$ cat config.mk
export PLATFORM = sky130hd
export DESIGN_NAME = counting_semaphore_fifo_core
export DESIGN_NICKNAME = d
export VERILOG_FILES = /design/src/rtl/core/csf_pkg.sv /design/src/rtl/core/csf_cell.sv /design/src/rtl/core/csf_queue.sv /design/src/rtl/core/counting_semaphore_fifo_core.sv
export SDC_FILE = /design/constraint.sdc
export NUM_CORES = 1
export LEC_CHECK = 0
export BUFFER_PORTS_ARGS = -buffer_cell sky130_fd_sc_hd__buf_2
export CORE_ASPECT_RATIO = 0.9
export CORE_MARGIN = 5
export CORE_UTILIZATION = 50
export DETAILED_ROUTE_END_ITERATION = 10
export PLACE_DENSITY = 0.69
export SKIP_CTS_REPAIR_TIMING = 1
export SYNTH_ARGS = -nofsm -noshare
export SYNTH_HDL_FRONTEND = slang
export SYNTH_SLANG_ARGS = --single-unit
$ cat constraint.sdc
create_clock -name clk -period 5.15 [get_ports clk]
set_input_delay 0.7725 -clock clk [delete_from_list [all_inputs] [get_ports clk]]
set_output_delay 0.7725 -clock clk [all_outputs]
set_load 0.01 [all_outputs]
$ cat src/rtl/core/csf_pkg.sv
// Package with the shared types and constants of the counting semaphore.
`timescale 1ns / 1ps

package csf_pkg;

    localparam int QUEUE_DEPTH_DEF = 16;
    localparam int TASK_BITS       = 8;
    localparam int COUNT_BITS      = 16;
    localparam int WAITERS_BITS    = 5;
    localparam int RESULT_BITS     = 5 + TASK_BITS + COUNT_BITS + WAITERS_BITS;
    localparam int RESULT_BYTES_W  = ((RESULT_BITS + 7) / 8) * 8;

    localparam logic REQ_WAIT = 1'b0;
    localparam logic REQ_POST = 1'b1;

    typedef struct packed {
        logic clear;
        logic push;
        logic pop;
    } csf_q_ctrl_t;

    typedef struct packed {
        logic empty;
        logic full;
    } csf_q_stat_t;

endpackage

$ cat src/rtl/core/csf_cell.sv
// One slot of the wait queue: load a task from the tail side or take the neighbor's on a pop.
`timescale 1ns / 1ps

module csf_cell
    import csf_pkg::*;
(
    input  logic                 clk,
    input  logic                 shift,
    input  logic                 load,
    input  logic [TASK_BITS-1:0] load_data,
    input  logic [TASK_BITS-1:0] next_data,
    output logic [TASK_BITS-1:0] data
);

    logic [TASK_BITS-1:0] data_reg;
    logic [TASK_BITS-1:0] data_next;

    always_comb
    begin
        data_next = data_reg;
        if (load)
        begin
            data_next = load_data;
        end
        else if (shift)
        begin
            data_next = next_data;
        end
    end

    always_ff @(posedge clk)
    begin
        data_reg <= data_next;
    end

    assign data = data_reg;

endmodule

$ cat src/rtl/core/csf_queue.sv
// Wait queue built as a row of cells with the oldest waiter in cell zero.
`timescale 1ns / 1ps

module csf_queue
    import csf_pkg::*;
#(
    parameter int DEPTH  = QUEUE_DEPTH_DEF,
    parameter int FILL_W = $clog2(DEPTH + 1)
)
(
    input  logic                 clk,
    input  logic                 rst_n,
    input  csf_q_ctrl_t          ctrl,
    input  logic [TASK_BITS-1:0] push_data,
    output logic [TASK_BITS-1:0] head_data,
    output logic [FILL_W-1:0]    fill,
    output csf_q_stat_t          stat
);

    logic [TASK_BITS-1:0] cell_data [DEPTH];
    logic [FILL_W-1:0]    fill_reg;
    logic [FILL_W-1:0]    fill_next;

    genvar gi;
    generate
        for (gi = 0; gi < DEPTH; gi++)
        begin : g_cell
            logic [TASK_BITS-1:0] nbr;
            if (gi == DEPTH - 1)
            begin : g_last
                assign nbr = cell_data[gi];
            end
            else
            begin : g_mid
                assign nbr = cell_data[gi + 1];
            end

            csf_cell u_cell (
                .clk       (clk),
                .shift     (ctrl.pop),
                .load      (ctrl.push && (fill_reg == FILL_W'(gi))),
                .load_data (push_data),
                .next_data (nbr),
                .data      (cell_data[gi])
            );
        end
    endgenerate

    always_comb
    begin
        fill_next = fill_reg;
        if (ctrl.clear)
        begin
            fill_next = '0;
        end
        else if (ctrl.push)
        begin
            fill_next = fill_reg + FILL_W'(1);
        end
        else if (ctrl.pop)
        begin
            fill_next = fill_reg - FILL_W'(1);
        end
    end

    always_ff @(posedge clk or negedge rst_n)
    begin
        if (!rst_n)
        begin
            fill_reg <= '0;
        end
        else
        begin
            fill_reg <= fill_next;
        end
    end

    assign head_data  = cell_data[0];
    assign fill       = fill_reg;
    assign stat.empty = (fill_reg == '0);
    assign stat.full  = (fill_reg == FILL_W'(DEPTH));

endmodule

$ cat src/rtl/core/counting_semaphore_fifo_core.sv
// Top level of the counting semaphore with its FIFO of waiting tasks.
//
//   channel  | direction | signals                          | content
//   ---------+-----------+----------------------------------+-------------------------------
//   s_*      | in        | s_tvalid s_tready s_tdata s_tuser | one wait or post request
//   m_*      | out       | m_tvalid m_tready m_tdata        | one result per request
//   cfg_*    | in        | cfg_valid cfg_ready cfg_data     | initial count, reinitializes
//
// For each request, the count and the queue cells update at the accept edge
// and the result sits in the output register from the next cycle on.
// A new beat is accepted every cycle while the output register is empty or being drained.
// rst_n clears the count, the fill count and the output valid flag; cfg_ready is always high.
// Queue cells all shift toward the head together on a post, so a pop does not depend on depth.
`timescale 1ns / 1ps

module counting_semaphore_fifo_core
    import csf_pkg::*;
#(
    parameter int QUEUE_DEPTH = QUEUE_DEPTH_DEF
)
(
    input  logic                      clk,
    input  logic                      rst_n,
    input  logic                      s_tvalid,
    output logic                      s_tready,
    input  logic [TASK_BITS-1:0]      s_tdata,  // [7:0] task_id
    input  logic                      s_tuser,  // [0] req_type
    output logic                      m_tvalid,
    input  logic                      m_tready,
    output logic [RESULT_BYTES_W-1:0] m_tdata,  // granted, blocked, rejected, woken_valid,
                                                // woken_task, saturated, count_now,
                                                // waiters_now, zero fill
    input  logic                      cfg_valid,
    output logic                      cfg_ready,
    input  logic [COUNT_BITS-1:0]     cfg_data
);

    localparam int FILL_W = $clog2(QUEUE_DEPTH + 1);

    logic [COUNT_BITS-1:0]   count_reg;
    logic [COUNT_BITS-1:0]   count_next;
    logic                    out_valid_reg;
    logic                    out_valid_next;
    logic [RESULT_BITS-1:0]  result_reg;
    logic [RESULT_BITS-1:0]  result_next;

    csf_q_ctrl_t             q_ctrl;
    csf_q_stat_t             q_stat;
    logic [TASK_BITS-1:0]    q_head;
    logic [FILL_W-1:0]       q_fill;
    logic [FILL_W-1:0]       fill_after;

    logic                    accept;
    logic                    cfg_write;
    logic                    is_post;
    logic                    granted;
    logic                    blocked;
    logic                    rejected;
    logic                    woken_valid;
    logic [TASK_BITS-1:0]    woken_task;
    logic                    saturated;

    assign s_tready  = !out_valid_reg || m_tready;
    assign cfg_ready = 1'b1;
    assign accept    = s_tvalid && s_tready;
    assign cfg_write = cfg_valid && cfg_ready;
    assign is_post   = (s_tuser == REQ_POST);

    always_comb
    begin
        granted     = 1'b0;
        blocked     = 1'b0;
        rejected    = 1'b0;
        woken_valid = 1'b0;
        woken_task  = '0;
        saturated   = 1'b0;
        count_next  = count_reg;
        q_ctrl      = '0;
        fill_after  = q_fill;

        if (cfg_write)
        begin
            count_next   = cfg_data;
            q_ctrl.clear = 1'b1;
        end
        else if (accept)
        begin
            if (!is_post)
            begin
                if (count_reg != '0)
                begin
                    count_next = count_reg - COUNT_BITS'(1);
                    granted    = 1'b1;
                end
                else if (!q_stat.full)
                begin
                    q_ctrl.push = 1'b1;
                    fill_after  = q_fill + FILL_W'(1);
                    blocked     = 1'b1;
                end
                else
                begin
                    rejected = 1'b1;
                end
            end
            else
            begin
                if (&count_reg)
                begin
                    saturated = 1'b1;
                end
                else
                begin
                    count_next = count_reg + COUNT_BITS'(1);
                end
                if (!q_stat.empty)
                begin
                    q_ctrl.pop  = 1'b1;
                    fill_after  = q_fill - FILL_W'(1);
                    woken_valid = 1'b1;
                    woken_task  = q_head;
                end
            end
        end
    end

    always_comb
    begin
        out_valid_next = out_valid_reg;
        result_next    = result_reg;
        if (accept)
        begin
            out_valid_next = 1'b1;
            result_next    = {WAITERS_BITS'(fill_after), count_next, saturated, woken_task,
                              woken_valid, rejected, blocked, granted};
        end
        else if (m_tready)
        begin
            out_valid_next = 1'b0;
        end
    end

    always_ff @(posedge clk or negedge rst_n)
    begin
        if (!rst_n)
        begin
            count_reg     <= '0;
            out_valid_reg <= 1'b0;
        end
        else
        begin
            count_reg     <= count_next;
            out_valid_reg <= out_valid_next;
        end
    end

    always_ff @(posedge clk)
    begin
        result_reg <= result_next;
    end

    csf_queue #(
        .DEPTH  (QUEUE_DEPTH),
        .FILL_W (FILL_W)
    ) u_queue (
        .clk       (clk),
        .rst_n     (rst_n),
        .ctrl      (q_ctrl),
        .push_data (s_tdata),
        .head_data (q_head),
        .fill      (q_fill),
        .stat      (q_stat)
    );

    assign m_tvalid = out_valid_reg;
    assign m_tdata  = {{(RESULT_BYTES_W - RESULT_BITS){1'b0}}, result_reg};

endmodule

# After elaboration in Yosys (flattened, before gate mapping)
# Cells that the tools add are included.
dict set report totals {
  ff_bits 184
  input_bits 30
  out_inout_bits 43
  wordCells 145
}
dict set report op_classes {
  addsub 4
  eq_ne 16
  muxes 56
  n_bitwise 1
  n_reduce_logical 43
}
# op n
set ops {}
lappend ops {{$mux W8} 30}
lappend ops {{$mux W16} 5}
lappend ops {{$eq A5 B4 Y1 const B} 8}
lappend ops {{$mux W5} 8}
lappend ops {{$reduce_bool A2 Y1} 16}
lappend ops {{$eq A5 B3 Y1 const B} 4}
lappend ops {{$logic_and A1 B1 Y1} 17}
lappend ops {{$add A16 B1 Y16 const B} 1}
lappend ops {{$reduce_and A16 Y1} 1}
lappend ops {{$reduce_bool A16 Y1} 1}
lappend ops {{$sub A16 B1 Y16 const B} 1}
lappend ops {{$mux W1} 11}
lappend ops {{$eq A5 B2 Y1 const B} 2}
lappend ops {{$reduce_or A3 Y1} 2}
lappend ops {{$add A5 B1 Y5 const B} 1}
lappend ops {{$eq A5 B1 Y1 const B} 1}
lappend ops {{$eq A5 B5 Y1 const B} 1}
lappend ops {{$logic_not A5 Y1} 1}
lappend ops {{$sub A5 B1 Y5 const B} 1}
lappend ops {{$mux W2} 2}
lappend ops {{$reduce_or A2 Y1} 2}
lappend ops {{$reduce_bool A3 Y1} 1}
lappend ops {{$logic_not A1 Y1} 1}
lappend ops {{$logic_or A1 B1 Y1} 1}
lappend ops {{$not A1 Y1} 1}

# Depth between registers and ports, before layout
dict set report depth {
  depth_word 9
  ltp_mapped 10
  depth_no_buf 8
}

# Hierarchy
# From an unflattened synthesis, not the netlist that was laid out.
dict set report unflattened {
  hier_cells 665
  area_unflattened_um2 9613.0
}
# mod n_inst cells_per_inst area_per_inst_um2 seq_area_each_um2
set modules_own_cells {}
lappend modules_own_cells {csf_cell 16 18 377.9 240.2}
lappend modules_own_cells {counting_semaphore_fifo_core 1 310 3047.9 1446.4}
lappend modules_own_cells {csf_queue 1 67 519.2 125.1}

# Worst setup path before layout
# No wires, ideal clock.
dict set report synth_path {
  path_type {input to register}
  start {input m_tready}
  end {register u_queue.g_cell[10].u_cell.data_reg[0], enable pin}
  setup_ns 0.329
  arrival_ns 3.235
  required_time_ns 4.821
  setup_slack_ns 1.586
  path_stages 7
  n_path_buf 2
  path_cell_list {nand2b_1 -> nand2_1 -> inv_1 -> clkbuf_1 -> nand2_1 -> clkbuf_1 -> nand2_1}
}
dict set report synth_via {
  elab_chain_len 6
}
# item line_no
set synth_lines {}
lappend synth_lines {{start, declared} counting_semaphore_fifo_core.sv:29} ;# input logic m_tready,
lappend synth_lines {{$logic_or A1 B1 Y1 *} counting_semaphore_fifo_core.sv:63} ;# assign s_tready = !out_valid_reg || m_tready;
lappend synth_lines {{$logic_and A1 B1 Y1 *} counting_semaphore_fifo_core.sv:65} ;# assign accept = s_tvalid && s_tready;
lappend synth_lines {{via accept} counting_semaphore_fifo_core.sv:53} ;# logic accept;
lappend synth_lines {{$mux W2 *} counting_semaphore_fifo_core.sv:86} ;# else if (accept)
lappend synth_lines {{$mux W2 *} counting_semaphore_fifo_core.sv:81} ;# if (cfg_write)
lappend synth_lines {{$logic_and A1 B1 Y1} csf_queue.sv:41} ;# .load (ctrl.push && (fill_reg == FILL_W'(gi))),
lappend synth_lines {{$reduce_bool A2 Y1 (no line) *} n/a}
lappend synth_lines {{end signal, assigned} csf_cell.sv:33} ;# data_reg <= data_next;
lappend synth_lines {{end, declared} csf_cell.sv:15} ;# logic [TASK_BITS-1:0] data_reg;
# The timed path passes the listed nets; every way through them passes the cells marked *.
# A chain may end at the register's enable or synchronous reset.

# Final worst setup path
dict set report layout_path {
  start {register count_reg[3]}
  end {register u_queue.g_cell[14].u_cell.data_reg[0], enable pin}
}
dict set report layout_via {
  elab_chain_len 7
}
# item line_no
set layout_lines {}
lappend layout_lines {{start, declared} counting_semaphore_fifo_core.sv:40} ;# logic [COUNT_BITS-1:0] count_reg;
lappend layout_lines {{start signal, assigned} counting_semaphore_fifo_core.sv:152} ;# count_reg <= count_next;
lappend layout_lines {{$reduce_bool A16 Y1} counting_semaphore_fifo_core.sv:90} ;# if (count_reg != '0)
lappend layout_lines {{$mux W1} counting_semaphore_fifo_core.sv:90}
lappend layout_lines {{$mux W1} n/a}
lappend layout_lines {{$mux W2} counting_semaphore_fifo_core.sv:86}
lappend layout_lines {{$mux W2} counting_semaphore_fifo_core.sv:81}
lappend layout_lines {{$logic_and A1 B1 Y1} csf_queue.sv:41}
lappend layout_lines {{$reduce_bool A2 Y1 (no line)} n/a}
lappend layout_lines {{end signal, assigned} csf_cell.sv:33}
lappend layout_lines {{end, declared} csf_cell.sv:15}
# Every way passes these cells.

==> results.tsv <==
stage	metric	value	unit
global_routing	global route total overflow	0	
clock_tree	H-tree depth reported by CTS	4	
pwr	areal power density over the cells	320	nW/um2
setup_path	CP Buf/Inv Count	0	
timing	Tcrit/Tclk final	73.0	%
detailed_routing	via total after detailed routing	5375	
setup_path	worst setup slack for register-to-register paths	1.39	ns
logic_synthesis	number of enable flip-flop cells after synthesis	162	
job	Max-Cap Viols	0	
setup_path	CP Launch Type	flip-flop	
timing	setup clock skew after layout	0.0116	ns
setup_path	Crit. path cell count	5	
setup_path	R2R depth	5	
cells_and_area	fraction of final layout cells with drive strength greater than 1	34.0	%
timing	relative slew slack	35.2	%
detailed_routing	WL/cell	18.7	um
global_routing	initial antenna violation count	0	
detailed_routing	Remaining DRCs	0	
setup_path	Crit path required time	5.25	ns
setup_path	endpoint arrival time on the critical path	3.86	ns
timing	Achievable Freq	0.266	GHz
global_routing	total track usage	18.3	%
clock_tree	total clock buffers created by CTS	17	
detailed_routing	first-pass iteration count of the detailed router	5	
status	run status	complete, no violations	
clock_tree	clock sinks	184	
setup_path	startpoint of the worst setup timing path	count_reg[3]$_DFF_PN0_	
clock_tree	root buffer cell	sky130_fd_sc_hd__clkbuf_16	
logic_synthesis	ys flop type	sky130_fd_sc_hd__edfxtp_1	
clock_tree	worst-skew pair later-pin latency	0.44	ns
floorplanning	core box area	17500	um2
setup_path	largest fanout on the critical path	14	
timing	Final Hold Fails	0	
floorplanning	starting density of the core	50.4	%
logic_synthesis	count of mapped cells out of synthesis	632	
logic_synthesis	number of unique standard cell types used by synthesis	60	
cells_and_area	flip-flop count of the largest register after layout	128	
setup_path	critical path start-end classification	flip-flop to flip-flop	
cells_and_area	P&R area growth vs syn	12.3	%
global_routing	number of global-route vias before repair	5307	
floorplanning	Rows	46	
timing	number of pins exceeding their max-slew limit in the final report	0	
clock_tree	TritonCTS clock tree	built	
cells_and_area	net count of the finished layout	726	
detailed_routing	post-route ant nets	0	
floorplanning	overall die height	136	um
clock_tree	maximum clock insertion buffer count	2	
setup_path	startpoint of the lowest-slack register-to-register path	count_reg[3]$_DFF_PN0_	
timing	count of final setup violators	0	
setup_path	Max stage delay on crit path	0.79	ns
logic_synthesis	fraction of the yosys area taken by sequential cells	61.5	%
setup_path	crit path cell chain	or4_1 > or4_4 > nor4b_4 > and4_1 > nand2b_1	
setup_path	Worst Setup End Kind	flip-flop	
logic_synthesis	share of synthesized registers carrying an async set or reset	12.0	%
logic_synthesis	area of the mapped netlist	8810	um2
setup_path	end point of the critical path	u_queue.g_cell[14].u_cell.data[0]$_DFFE_PP_	
clock_tree	Reg clk slew, reported paths	0.07	ns
pwr	Pwr Total	3.17	mW
detailed_routing	detailed router's first-iteration violation count	388	
logic_synthesis	Yosys Warn Count	0	
timing	final setup margin	1.39	ns
floorplanning	die footprint	20400	um2
worst_hold_path	Hold/Removal Path Class	input pin to async pin	
detailed_routing	Routed Wire Length	17600	um
floorplanning	IO Count	73	
setup_path	Crit Reg-Reg Endpoint	u_queue.g_cell[14].u_cell.data[0]$_DFFE_PP_	
floorplanning	Die X	150	um
global_routing	maximum number of pins on one net before global-route repair	44	
setup_path	family of cells with the greatest summed delay on the critical path	simple AND/OR/NAND/NOR gates	
logic_synthesis	flip-flop and latch count after synthesis	184	
global_routing	global-route wire length before repair	28800	um
place	input/output buffers	65	
place	Setup WS pre-CTS	1.41	ns
detailed_routing	number of vias per cell	5.72	
logic_synthesis	mean area per synthesized cell	13.9	um2
timing	min Tclk post-route	3.76	ns
place	gpl congestion	0.866	
timing	transition time at the pin with the least slew margin	0.964	ns
timing	RSZ-0062 raised after global routing	no	
timing	aggregate negative setup slack	0	ns
place	half-perimeter wire length of the detailed placement result	12200	um
pwr	static leakage power	3.55	nW
setup_path	Critical Path Slowest Stage Cell	sky130_fd_sc_hd__nor4b_4	
pwr	largest vdd supply drop	256	uV
cells_and_area	number of diodes added for antenna fixing	0	
layer usage:
layer / GRT usage, % / up-vias / part of all wire, %
met3: 3.90 / 24 / 6.0
met2: 27.5 / 186 / 46
met5: 0 / - / 0
li1: - / 2513 / -
met4: 6.71 / 0 / 1.6
met1: 26.2 / 2652 / 47
how the worst min path moves through the flow:
stage,endpoint,slack (ns),cells after the start
detailed placement,result_reg[10]$_SDFFCE_PP0P_,0.51,1
floorplan,count_reg[0]$_DFF_PN0_,0.48,0
global route,count_reg[9]$_DFF_PN0_,0.36,1
global placement,result_reg[6]$_SDFFCE_PP0P_,0.50,1
CTS,u_queue.fill[2]$_DFFE_PN0P_,0.33,1
finish,m_tvalid$_DFFE_PN0P_,0.33,1
metrics by stage:
| step | util [%] | instance area (um2) | cells | hold slack, ns |
|---|---|---|---|---|
| after floorplan | - | 8830 | 637 | 0.477 |
| after global placement | 53.1 | 9290 | 908 | 0.504 |
| after detailed placement | 53.1 | 9290 | 908 | 0.506 |
| after CTS | 56.6 | 9900 | 940 | 0.325 |
| after global routing | 56.6 | 9900 | 940 | 0.363 |
| final | 56.6 | 9900 | 940 | 0.329 |
cell type report:
| class | instances | area (um2) |
|---|---|---|
| Inverter | 10 | 37.5 |
| Tap cell | 240 | 300 |
| Fill cell | 1425 | 7600 |
| Clock buffer | 19 | 453 |
| Sequential cell | 184 | 5420 |
| Clock inverter | 13 | 154 |
| Multi-Input combinational cell | 403 | 3170 |
| Timing Repair Buffer | 71 | 370 |
report_power, final:
part / total [mW] / switching (mW) / internal, mW
Clock: 1.32 / 0.603 / 0.716
Combinational: 0.170 / 0.113 / 0.0577
Sequential: 1.67 / 0.0343 / 1.64
Total: 3.17 / 0.750 / 2.41
cells in the mapped netlist (9+ instances only):
library cell,n,area (um2)
sky130_fd_sc_hd__buf_4,9,67.6
sky130_fd_sc_hd__clkbuf_1,27,101
sky130_fd_sc_hd__edfxtp_1,162,4860
sky130_fd_sc_hd__nand2_1,41,154
sky130_fd_sc_hd__ha_1,9,113
sky130_fd_sc_hd__and2_1,11,68.8
sky130_fd_sc_hd__nor3_1,16,80.1
sky130_fd_sc_hd__nor2_1,35,131
sky130_fd_sc_hd__dfrtp_1,22,551
sky130_fd_sc_hd__nand3_1,18,90.1
sky130_fd_sc_hd__xnor2_1,10,87.6
sky130_fd_sc_hd__mux2_2,118,1330
sky130_fd_sc_hd__o21ai_0,18,90.1
logic make-up (layout without fill, tap and decap cells):
| family | after synthesis | count (layout) | synth area share (%) |
|---|---|---|---|
| flops | 184 | 184 | 61.5 |
| buf+inv | 50 | 113 | 2.81 |
| simple gates | 185 | 185 | 12.3 |
| compound gates | 61 | 61 | 4.56 |
| mux | 124 | 124 | 15.8 |
| xor+xnor | 17 | 17 | 1.69 |
| fa+ha+maj | 9 | 9 | 1.28 |
| other cells | 2 | 7 | 0.0852 |
cell usage in the layout (no fill, tap or decap), types with 11 or more instances in the layout:
| master | instances |
|---|---|
| sky130_fd_sc_hd__edfxtp_1 | 162 |
| sky130_fd_sc_hd__mux2_2 | 118 |
| sky130_fd_sc_hd__buf_2 | 65 |
| sky130_fd_sc_hd__nand2_1 | 41 |
| sky130_fd_sc_hd__nor2_1 | 35 |
| sky130_fd_sc_hd__dfrtp_1 | 22 |
| sky130_fd_sc_hd__nand3_1 | 18 |
| sky130_fd_sc_hd__o21ai_0 | 18 |
| sky130_fd_sc_hd__clkbuf_16 | 17 |
| sky130_fd_sc_hd__nor3_1 | 16 |
| sky130_fd_sc_hd__and2_1 | 11 |
worst reg2reg max path: cells and delay by family, from the launching register on:
| kind | cells | cell delay, ns |
|---|---|---|
| simple gates | 5 | 2.97 |
| flops | 1 | 0.45 |
(Power assumes the default switching activity.)
